[config.mk]
export PLATFORM = sky130hd
export DESIGN_NAME = tkwa_win_div
export DESIGN_NICKNAME = d
export VERILOG_FILES = /design/src/hw/rtl/tkwa_win_div.sv
export SDC_FILE = /design/constraint.sdc
export NUM_CORES = 1
export LEC_CHECK = 0
export BUFFER_PORTS_ARGS = -buffer_cell sky130_fd_sc_hd__buf_4
export CAP_MARGIN = 20
export CORE_ASPECT_RATIO = 1.75
export CORE_MARGIN = 2
export CORE_UTILIZATION = 60
export DETAILED_ROUTE_END_ITERATION = 10
export PLACE_DENSITY = 0.88
export SLEW_MARGIN = 15
export SYNTH_ARGS = -nofsm -noshare
export SYNTH_HDL_FRONTEND = slang
export SYNTH_SLANG_ARGS = --single-unit
export TNS_END_PERCENT = 30
[constraint.sdc]
create_clock -name vclk -period 12.86
set_input_delay 0.643 -clock vclk [all_inputs]
set_output_delay 0.643 -clock vclk [all_outputs]
set_load 0.005 [all_outputs]
[src/hw/rtl/tkwa_win_div.sv]
// Divides a window sum by the window length with a reciprocal multiply.
// The shift is chosen so that the quotient is exact over the whole sum range.
module tkwa_win_div #(
  parameter int WINDOW = 24,
  parameter int VAL_W  = 16,
  localparam int SUM_W = VAL_W + $clog2(WINDOW)
) (
  input  logic [SUM_W-1:0] sum,
  output logic [VAL_W-1:0] quot
);

  localparam int          SH      = SUM_W + $clog2(WINDOW);
  localparam int          M_W     = SUM_W + 1;
  localparam int          PROD_W  = SUM_W + M_W;
  localparam logic [63:0] RECIP64 = ((64'd1 << SH) + 64'(WINDOW) - 64'd1) / 64'(WINDOW);
  localparam logic [M_W-1:0] RECIP = RECIP64[M_W-1:0];

  logic [PROD_W-1:0] prod;

  assign prod = {{M_W{1'b0}}, sum} * {{SUM_W{1'b0}}, RECIP};
  assign quot = prod[SH +: VAL_W];

endmodule

## Word level (Yosys, flattened, before mapping)

Index checks and enable logic that the tools add are counted.
Widths: inputs -> output; s select.

| storage, ports and cells | value |
|---|---|
| register bits | 0 |
| bits of input ports | 21 |
| word-level logic and storage cells | 1 |

| operators by class | value |
|---|---|
| multipliers | 1 |

Operator list:

| cell | number |
|---|---|
| $mul 21x22->42 const B | 1 |

## Longest topological paths before layout

Gate-level depths: netlist of run 1.

| depth | value |
|---|---|
| depth in word-level cells | 1 |
| gate-level depth with buffers | 22 |

## Worst setup path before layout of run 1

Ideal clock, no wire load.

| timing path | value |
|---|---|
| path type | input-to-output |
| start point | input port sum[6] |
| end point | output port quot[13] |
| data arrival time | 6057 ps |
| data required time | 12217 ps |
| path slack | 6160 ps |
| stages | 19 |
| cell sequence | ha_1 inv_1 fa_1 inv_1 fa_1 fa_1 fa_1 inv_1 fa_1 inv_1 fa_1 ha_1 inv_1 or3_1 or4_1 o21ai_2 a31oi_2 o21ai_2 xor2_1 |

| between the ends | value |
|---|---|
| cells in the longest elaborated chain, start to end | 1 |

Ends and longest elaborated chain:

| item | line | text |
|---|---|---|
| start: declaration | 8 | `input logic [SUM_W-1:0] sum,` |
| $mul 21x22->42 | 20 | `assign prod = {{M_W{1'b0}}, sum} * {{SUM_W{1'b0}}, RECIP};` |
| end: declaration | 9 | `output logic [VAL_W-1:0] quot` |

Every way passes these cells.

## Worst setup path after layout of run 1

| timing path | value |
|---|---|
| start point | input port sum[6] |
| end point | output port quot[12] |

The elaborated chain is that of the path after synthesis.

==> qor.log, run 1 <==
[worst_setup_path] critical path start-end classification in2out
[routing] routed metal-1 wirelength 5170 um
[synth] Mean Syn Cell Area 9.81 sq um
[worst_setup_path] maximum fanout count along the critical path 5
[routing] first drt pass iteration count 4
[cts] hold_buf cts 0
[global_routing] total global routing overflow 0
[timing] setup ws final 5.32 ns
[routing] number of design-rule violations left by the first detailed-router iteration 148
[routing] top routing layer used met4
[layout] count of flip-flops and latches 0
[layout] footprint of the flip-flops and latches 0 sq um
[synth] number of warnings reported in the yosys synthesis log 0
[routing] final routed wirelength across all metal layers 14,400 um
[worst_setup_path] CP most frequent cell sky130_fd_sc_hd__fa_1
[routing] Detail Route met2 WL 7770 um
[synth] area leader, netlist sky130_fd_sc_hd__fa_1
[floorplan] Initial Util 0.615
[floorplan] Die H 140 um
[floorplan] Die ar. 11,400 sq um
[synth] Netlist cell types 43
[placed_design] global placer's final weighted congestion 0.924
[floorplan] Die X 81.7 um
[synth] Post-Syn Nets 955
[routing] DRC Markers 0
[worst_setup_path] Critical Path Slowest Stage Cell sky130_fd_sc_hd__fa_1
[layout] total of clock buffers placed in the layout 0
[layout] Layout fillers 832
[global_routing] antenna violations before repair 0
[worst_setup_path] delay of the slowest critical-path stage 0.62 ns
[timing] maximum clock frequency 0.133 GHz
[timing] final max-slew violation count 0
[routing] post-detailed-route via-to-cell ratio 5.75
[timing] remaining max-slew budget at the tightest pin 0.583
[layout] layout cells sized above 1 0.0648
[synth] count of mapped cells out of synthesis 646
[global_routing] first-pass GRT wire length 25,000 um
[floorplan] Std-Cell Core Area 10,300 sq um
[timing] crit share post-route 0.587
[timing] final setup TNS 0 ns
[flow_run] Max-cap violations 0
[layout] combined area of the multi-input logic cells 5670 sq um
[synth] Yosys top cell area share 0.385
[global_routing] largest net degree at the start of global routing 11
[placed_design] DP Wirelength 13,400 um
[worst_setup_path] nature of the critical path startpoint input pin
[cts] buffers inserted during post-CTS setup optimization 0
[routing] routed wire length per instance 17.9 um
[synth] most area-consuming cells after synthesis sky130_fd_sc_hd__fa_1 39%, sky130_fd_sc_hd__ha_1 33%, sky130_fd_sc_hd__inv_1 10%
[layout] utilization of the core after routing 0.656
[placed_design] pre-CTS setup slack 5.36 ns
[hold_path] worst min-delay path category in2out
[global_routing] vias in the first global route 5,434
[outcome] outcome completed
[layout] layout overhead on the synthesized area 6.59%
[layout] commonest cells after routing, fill and taps aside 172 x sky130_fd_sc_hd__inv_1, 166 x sky130_fd_sc_hd__ha_1, 122 x sky130_fd_sc_hd__fa_1
[layout] most frequent standard cell in the layout excluding fill and tap cells sky130_fd_sc_hd__inv_1
[routing] Post-DRT Antenna Nets 0
[placed_design] quantity of I/O buffers inserted on ports 37
[timing] worst hold slack across all endpoints 1.86 ns
[floorplan] # rows 49
[timing] RSZ-0062 raised after global routing no
[routing] via count 4,637
[timing] final-report hold violation count 0
[worst_setup_path] critical path data arrival time 6.90 ns
[routing] routed wire length on met3 362 um
[timing] total of endpoints with negative setup slack in the final report 0
[layout] Nets 990
[global_routing] overall routing resource usage 0.282
[floorplan] number of I/O pins 37
[timing] slew at the pin closest to its max-slew limit 0.626 ns
[worst_setup_path] data required time of the worst path 12.22 ns
[synth] post-synth design cell area 6340 sq um
[synth] register area share after synthesis 0
[hold_path] number of cells on the worst hold path 5
[timing] minimum clock period 7.54 ns
[layout] Ant. Diodes 0
[cts] Post-CTS Resized 0
[worst_setup_path] CP Cell Sequence buf_4, ha_1, inv_1, fa_1, inv_1, fa_1, fa_1, fa_1, inv_1, fa_1, inv_1, fa_1, ha_1, inv_1, nor4_1, a221oi_1, a31oi_1, o21ai_1, o21ai_1, a21oi_1, xnor2_1, buf_4
[worst_setup_path] endpoint class of the critical path output port
==> stage by stage <==
stage               std cells  instance area, sq um
finish                    806                  6760
global route              806                  6760
detailed placement        806                  6760
global placement          806                  6760
CTS                       806                  6760
floorplan                 646                  6340
==> Yosys cell counts (all sizes together) (8+ instances only) <==
cell type  number
inv           172
ha            166
fa            122
a21oi          35
o21ai          19
a21o           16
nand2          16
xnor2          13
nand3          12
nand4           9
xor2            8
==> routing by layer <==
layer / global-route usage / vias up
li1: - / 2188
met1: 0.322 / 2266
met2: 0.505 / 129
met3: 0.0103 / 54
met4: 0.166 / 0
met5: 0 / -
==> worst paths after layout <==
kind	endpoint	startpoint
worst max-delay path	quot[12]	sum[6]
worst min-delay path	quot[15]	sum[20]
==> logic make-up after synthesis <==
group | after synthesis | share of synthesized area
AOI/OAI and AO/OA | 98 | 0.100
xor gates and xnor gates | 21 | 0.0290
adders and majority gates | 288 | 0.713
buffers and inverters | 176 | 0.105
and+or+nand+nor | 63 | 0.0527
==> critical path: cells and delay by family <==
kind | cells | cell delay (ns)
fa+ha+maj | 8 | 3.95
compound gates | 5 | 1.11
buf+inv | 7 | 0.69
simple gates | 1 | 0.35
xor+xnor | 1 | 0.16
==> cell type report <==
type | instances | share of cell area
well taps | 127 | 0.0235
multi-input cells | 470 | 0.840
repair buffers | 37 | 0.0411
inverters | 172 | 0.0956
Power of run 1 is left out: the tool's default activity adds up to more than one toggle a clock period on the data nets, which glitch-free logic cannot reach.
==> inputs of run 2 (changes only) <==
--- a/config.mk
+++ b/config.mk
@@ -5,13 +5,14 @@
 export SDC_FILE = /design/constraint.sdc
 export NUM_CORES = 1
 export LEC_CHECK = 0
+export ABC_AREA = 1
 export BUFFER_PORTS_ARGS = -buffer_cell sky130_fd_sc_hd__buf_4
 export CAP_MARGIN = 20
 export CORE_ASPECT_RATIO = 1.75
 export CORE_MARGIN = 2
 export CORE_UTILIZATION = 60
 export DETAILED_ROUTE_END_ITERATION = 10
-export PLACE_DENSITY = 0.88
+export PLACE_DENSITY = 0.91
 export SLEW_MARGIN = 15
 export SYNTH_ARGS = -nofsm -noshare
 export SYNTH_HDL_FRONTEND = slang
==> constraint.sdc (replaced) <==
create_clock -name vclk -period 6.5
set_input_delay 0.325 -clock vclk [all_inputs]
set_output_delay 0.325 -clock vclk [all_outputs]
set_load 0.005 [all_outputs]
==> qor.log, run 2 <==
[outcome] outcome finished with violations
[outcome] violations in the final reports design-rule violations
[timing] final max-slew violation count 0
[timing] final-report hold violation count 0
[layout] Post-Layout Inst Area 7490 sq um
[synth] number of warnings reported in the yosys synthesis log 0
[layout] number of standard cells in the final layout excluding fillers 1,035
[floorplan] # rows 52
[routing] final routed wirelength across all metal layers 18,700 um
[synth] count of mapped cells out of synthesis 862
[placed_design] global placer's final weighted congestion 1.02
[synth] register area share after synthesis 0
[synth] simple-gate share of the synthesized area 0.152
[placed_design] quantity of I/O buffers inserted on ports 37
[hold_path] worst min-delay path category in2out
[layout] footprint of the flip-flops and latches 0 sq um
[synth] most common cell in the netlist sky130_fd_sc_hd__inv_1
[global_routing] antenna violations before repair 0
[worst_setup_path] Critical Path Slowest Stage Cell sky130_fd_sc_hd__fa_2
[synth] xor/xnor share of the synthesized area 0.00872
[floorplan] Initial Util 0.610
[worst_setup_path] endpoint class of the critical path output port
[worst_setup_path] delay of the slowest critical-path stage 0.66 ns
[flow_run] Max-cap violations 0
[timing] slew at the pin closest to its max-slew limit 0.577 ns
[global_routing] total global routing overflow 0
[synth] ranking of synthesized cells by instance count 212 x sky130_fd_sc_hd__inv_1, 166 x sky130_fd_sc_hd__ha_1, 145 x sky130_fd_sc_hd__nand2_1
[floorplan] number of I/O pins 37
[synth] proportion of synthesized area in mux cells 0
[layout] utilization of the core after routing 0.650
[synth] dominant combinational cell family by area after synthesis adder cells
[layout] count of flip-flops and latches 0
[synth] Yosys top cell area share 0.348
[global_routing] first-pass GRT wire length 31,200 um
[layout] commonest cells after routing, fill and taps aside 212 x sky130_fd_sc_hd__inv_1, 166 x sky130_fd_sc_hd__ha_1, 145 x sky130_fd_sc_hd__nand2_1
[timing] final setup TNS 0 ns
[routing] routed wire length per instance 18.1 um
[layout] Layout fillers 960
[worst_setup_path] maximum fanout count along the critical path 5
[timing] minimum clock period 6.14 ns
[floorplan] Die ar. 12,600 sq um
[worst_setup_path] CP most frequent cell sky130_fd_sc_hd__inv_1
[layout] Ant. Diodes 0
[worst_setup_path] CP Cell Sequence buf_4, ha_1, inv_1, fa_2, inv_1, fa_2, inv_1, fa_1, inv_1, fa_1, fa_1, ha_1, ha_1, a21oi_1, o21ai_0, nor2_2, nand2_1, nand2_1, nand2_1, nor2_1, xor2_1, buf_4
[routing] DRC Markers 1
[synth] most area-consuming cells after synthesis sky130_fd_sc_hd__fa_1 35%, sky130_fd_sc_hd__ha_1 30%, sky130_fd_sc_hd__inv_1 11%
[synth] post-synthesis compound-gate area fraction 0.0828
[layout] layout overhead on the synthesized area 6.53%
[routing] post-detailed-route via-to-cell ratio 5.64
[synth] area leader, netlist sky130_fd_sc_hd__fa_1
[routing] first drt pass iteration count 8
[placed_design] Placed Instance Area 7480 sq um
[floorplan] Die X 85.8 um
[layout] layout cells sized above 1 0.0656
[timing] crit share post-route 0.944
[synth] post-synth design cell area 7030 sq um
[worst_setup_path] critical path start-end classification in2out
[synth] Netlist cell types 24
[timing] remaining max-slew budget at the tightest pin 0.615
[global_routing] largest net degree at the start of global routing 11
[synth] Mean Syn Cell Area 8.15 sq um
[cts] buffers inserted during post-CTS setup optimization 0
[placed_design] dpl cells 1,035
[timing] maximum clock frequency 0.163 GHz
[global_routing] overall routing resource usage 0.318
[worst_setup_path] critical path data arrival time 5.81 ns
[global_routing] vias in the first global route 6,768
[routing] number of design-rule violations left by the first detailed-router iteration 213
[floorplan] Die H 147 um
[synth] Post-Syn Nets 1,171
[floorplan] Std-Cell Core Area 11,500 sq um
[layout] Nets 1,211
[timing] RSZ-0062 raised after global routing no
[routing] via count 5,836
[worst_setup_path] nature of the critical path startpoint input pin
[placed_design] DP Wirelength 17,600 um
[timing] total of endpoints with negative setup slack in the final report 0
[worst_setup_path] data required time of the worst path 6.17 ns
[layout] total of clock buffers placed in the layout 0
[routing] Post-DRT Antenna Nets 0
[synth] adder-cell share of the synthesized area 0.643
[layout] most frequent standard cell in the layout excluding fill and tap cells sky130_fd_sc_hd__inv_1
[run 2: changes by cell type after synthesis, moves of 5 or more]
cell | before | now
sky130_fd_sc_hd__a21oi_1 | 35 | 52
sky130_fd_sc_hd__xnor2_1 | 13 | 2
sky130_fd_sc_hd__o21ai_0 | 11 | 27
sky130_fd_sc_hd__nor2_2 | 0 | 12
sky130_fd_sc_hd__nand3_1 | 11 | 23
sky130_fd_sc_hd__nor2_1 | 6 | 42
sky130_fd_sc_hd__inv_1 | 172 | 212
sky130_fd_sc_hd__o21ai_1 | 6 | 1
sky130_fd_sc_hd__o21a_1 | 4 | 10
sky130_fd_sc_hd__nand2_1 | 16 | 145
sky130_fd_sc_hd__a21o_1 | 16 | 2
[run 2: layer usage]
| metal | track usage | part of all wire | vias up |
|---|---|---|---|
| met1 | 0.317 | 0.33 | 2821 |
| met5 | 0 | 0 | - |
| met2 | 0.618 | 0.56 | 137 |
| met4 | 0.191 | 0.080 | 0 |
| li1 | - | - | 2797 |
| met3 | 0.0208 | 0.028 | 81 |
[run 2: cell type report]
type | count | area (sq um) | share of cell area
inverters | 213 | 800 | 0.107
well taps | 135 | 169 | 0.0226
repair buffers | 38 | 285 | 0.0381
multi-input cells | 649 | 6230 | 0.833
[run 2: path summary, 6_finish.rpt]
kind	start	end	slack [ns]	depth (start not counted)
hold / removal	sum[0]	quot[10]	1.31	7
setup / recovery	sum[6]	quot[5]	0.36	22
[run 2: cell families after synthesis]
family | Yosys count
buffers and inverters | 213
and+or+nand+nor | 250
adders and majority gates | 288
AOI/OAI and AO/OA | 104
xor gates and xnor gates | 7
[run 2: what timing repair did]
item                       4_1_cts  5_1_grt
hold buffers                     0        0
resized for setup                0        2
setup endpoints to repair        0       10
[run 2: metrics by stage]
| step | setup slack (ns) | hold slack, ns |
|---|---|---|
| after detailed placement | 0.277 | 1.32 |
| after global routing | 0.0260 | 1.36 |
| after global placement | 0.427 | 1.32 |
| final | 0.363 | 1.31 |
| after floorplan | 1.08 | 1.01 |
| after CTS | 0.257 | 1.33 |
[run 2: worst max-delay path: cells and delay by family]
kind | cells | cell delay [ns]
AO/OA/AOI/OAI | 2 | 0.35
XOR/XNOR | 1 | 0.21
adder cells (fa/ha/maj) | 8 | 3.76
buffers and inverters | 6 | 0.63
AND/OR/NAND/NOR | 5 | 0.54
Power of run 2 is left out for the same reason.
==> inputs of run 3 (changes only) <==
--- a/config.mk
+++ b/config.mk
@@ -5,14 +5,12 @@
 export SDC_FILE = /design/constraint.sdc
 export NUM_CORES = 1
 export LEC_CHECK = 0
-export ABC_AREA = 1
 export BUFFER_PORTS_ARGS = -buffer_cell sky130_fd_sc_hd__buf_4
 export CAP_MARGIN = 20
-export CORE_ASPECT_RATIO = 1.75
 export CORE_MARGIN = 2
-export CORE_UTILIZATION = 60
+export CORE_UTILIZATION = 59
 export DETAILED_ROUTE_END_ITERATION = 10
-export PLACE_DENSITY = 0.91
+export PLACE_DENSITY = 0.9
 export SLEW_MARGIN = 15
 export SYNTH_ARGS = -nofsm -noshare
 export SYNTH_HDL_FRONTEND = slang
==> qor.log, run 3 (synthesis results as in run 1) <==
[timing] crit share post-route 0.990
[timing] slew at the pin closest to its max-slew limit 0.623 ns
[floorplan] Die ar. 11,600 sq um
[worst_setup_path] maximum fanout count along the critical path 6
[global_routing] first-pass GRT wire length 25,600 um
[layout] utilization of the core after routing 0.697
[floorplan] # rows 37
[worst_setup_path] Critical path destination quot[13]
[layout] commonest cells after routing, fill and taps aside 170 x sky130_fd_sc_hd__inv_1, 153 x sky130_fd_sc_hd__ha_1, 112 x sky130_fd_sc_hd__fa_1
[layout] layout overhead on the synthesized area 14.1%
[routing] via count 4,930
[floorplan] Std-Cell Core Area 10,400 sq um
[outcome] outcome completed
[global_routing] largest net degree at the start of global routing 11
[placed_design] quantity of I/O buffers inserted on ports 37
[floorplan] Die X 108 um
[placed_design] global placer's final weighted congestion 0.985
[worst_setup_path] startpoint of the most critical setup path sum[8]
[global_routing] total global routing overflow 0
[timing] final-report hold violation count 0
[global_routing] vias in the first global route 5,382
[layout] Layout fillers 678
[routing] first drt pass iteration count 5
[timing] maximum clock frequency 0.155 GHz
[layout] Nets 1,012
[floorplan] Initial Util 0.611
[routing] DRC Markers 0
[worst_setup_path] nature of the critical path startpoint input pin
[routing] routed wire length per instance 19.2 um
[hold_path] worst min-delay path category in2out
[global_routing] antenna violations before repair 0
[layout] most frequent standard cell in the layout excluding fill and tap cells sky130_fd_sc_hd__inv_1
[timing] remaining max-slew budget at the tightest pin 0.585
[placed_design] DP Wirelength 13,100 um
[worst_setup_path] critical path data arrival time 6.11 ns
[timing] minimum clock period 6.43 ns
[routing] post-detailed-route via-to-cell ratio 5.89
[timing] final max-slew violation count 0
[routing] Post-DRT Antenna Nets 0
[cts] hold_buf cts 0
[layout] footprint of the flip-flops and latches 0 sq um
[layout] layout cells sized above 1 0.154
[floorplan] number of I/O pins 37
[worst_setup_path] data required time of the worst path 6.17 ns
[floorplan] Die H 108 um
[flow_run] Max-cap violations 0
[worst_setup_path] critical path start-end classification in2out
[layout] count of flip-flops and latches 0
[layout] total of clock buffers placed in the layout 0
[routing] final routed wirelength across all metal layers 16,100 um
[layout] Ant. Diodes 0
[worst_setup_path] endpoint class of the critical path output port
[global_routing] overall routing resource usage 0.277
[routing] number of design-rule violations left by the first detailed-router iteration 346
[timing] total of endpoints with negative setup slack in the final report 0
==> run 3: cell types whose count changed in the layout (fill, tap and decap cells not counted), moves of 12 or more <==
cell / delta
sky130_fd_sc_hd__a21o_1: +14
sky130_fd_sc_hd__a21oi_1: -21
sky130_fd_sc_hd__buf_4: +21
sky130_fd_sc_hd__ha_1: -13
sky130_fd_sc_hd__ha_4: +12
sky130_fd_sc_hd__inv_1: -42
sky130_fd_sc_hd__nand2_1: -130
sky130_fd_sc_hd__nand3_1: -14
sky130_fd_sc_hd__nor2_1: -37
sky130_fd_sc_hd__o21ai_0: -17
==> run 3: per-stage QoR <==
stage               instances  setup WS [ns]  hold slack (ns)  instance area (sq um)  TNS, ns
CTS                       833        0.00514             1.23                   7000        0
global placement          831       0.000234             1.22                   6890        0
detailed placement        831         -0.200             1.22                   6890   -0.724
finish                    837         0.0672             1.24                   7230        0
floorplan                 646          0.436            0.935                   6340        0
global route              837        -0.0461             1.27                   7230   -0.158
==> run 3: final cells by class <==
type                            instances  area (sq um)  share of cell area
Multi-Input combinational cell        470          5970               0.826
Inverter                              172           646              0.0893
Tap cell                              136           170              0.0235
Timing Repair Buffer                   59           443              0.0613
==> run 3: worst min-delay path by stage <==
stage,startpoint,endpoint,depth (start not counted)
floorplan,sum[20],quot[15],3
global placement,sum[20],quot[15],5
detailed placement,sum[20],quot[15],5
CTS,sum[20],quot[15],5
global route,sum[20],quot[15],5
finish,sum[20],quot[15],5
==> run 3: routing by layer <==
metal  global-route usage  share of wire  vias to the layer above
met5                    0              0                        -
met4               0.0549          0.038                        0
met3               0.0188          0.055                       47
met2                0.501           0.52                      213
met1                0.367           0.39                     2438
li1                     -              -                     2232
==> run 3: timing repair <==
action,CTS,global route
pin swaps,7,22
setup buffers,2,4
gates resized for setup,16,34
endpoints found under the setup margin,5,9
==> run 3: critical path, cell delays in order <==
cell and delay, ns:
sky130_fd_sc_hd__buf_4 0.14, sky130_fd_sc_hd__ha_4 0.29, sky130_fd_sc_hd__inv_2 0.05, sky130_fd_sc_hd__fa_2 0.53
sky130_fd_sc_hd__inv_1 0.09, sky130_fd_sc_hd__fa_2 0.65, sky130_fd_sc_hd__fa_2 0.49, sky130_fd_sc_hd__fa_1 0.54
sky130_fd_sc_hd__fa_1 0.50, sky130_fd_sc_hd__fa_1 0.48, sky130_fd_sc_hd__ha_4 0.33, sky130_fd_sc_hd__inv_1 0.08
sky130_fd_sc_hd__or3_4 0.41, sky130_fd_sc_hd__or4_4 0.45, sky130_fd_sc_hd__o21ai_4 0.20, sky130_fd_sc_hd__a31oi_4 0.11
sky130_fd_sc_hd__o21ai_2 0.14, sky130_fd_sc_hd__xor2_1 0.15, sky130_fd_sc_hd__buf_4 0.13
Power of run 3 is left out for the same reason.
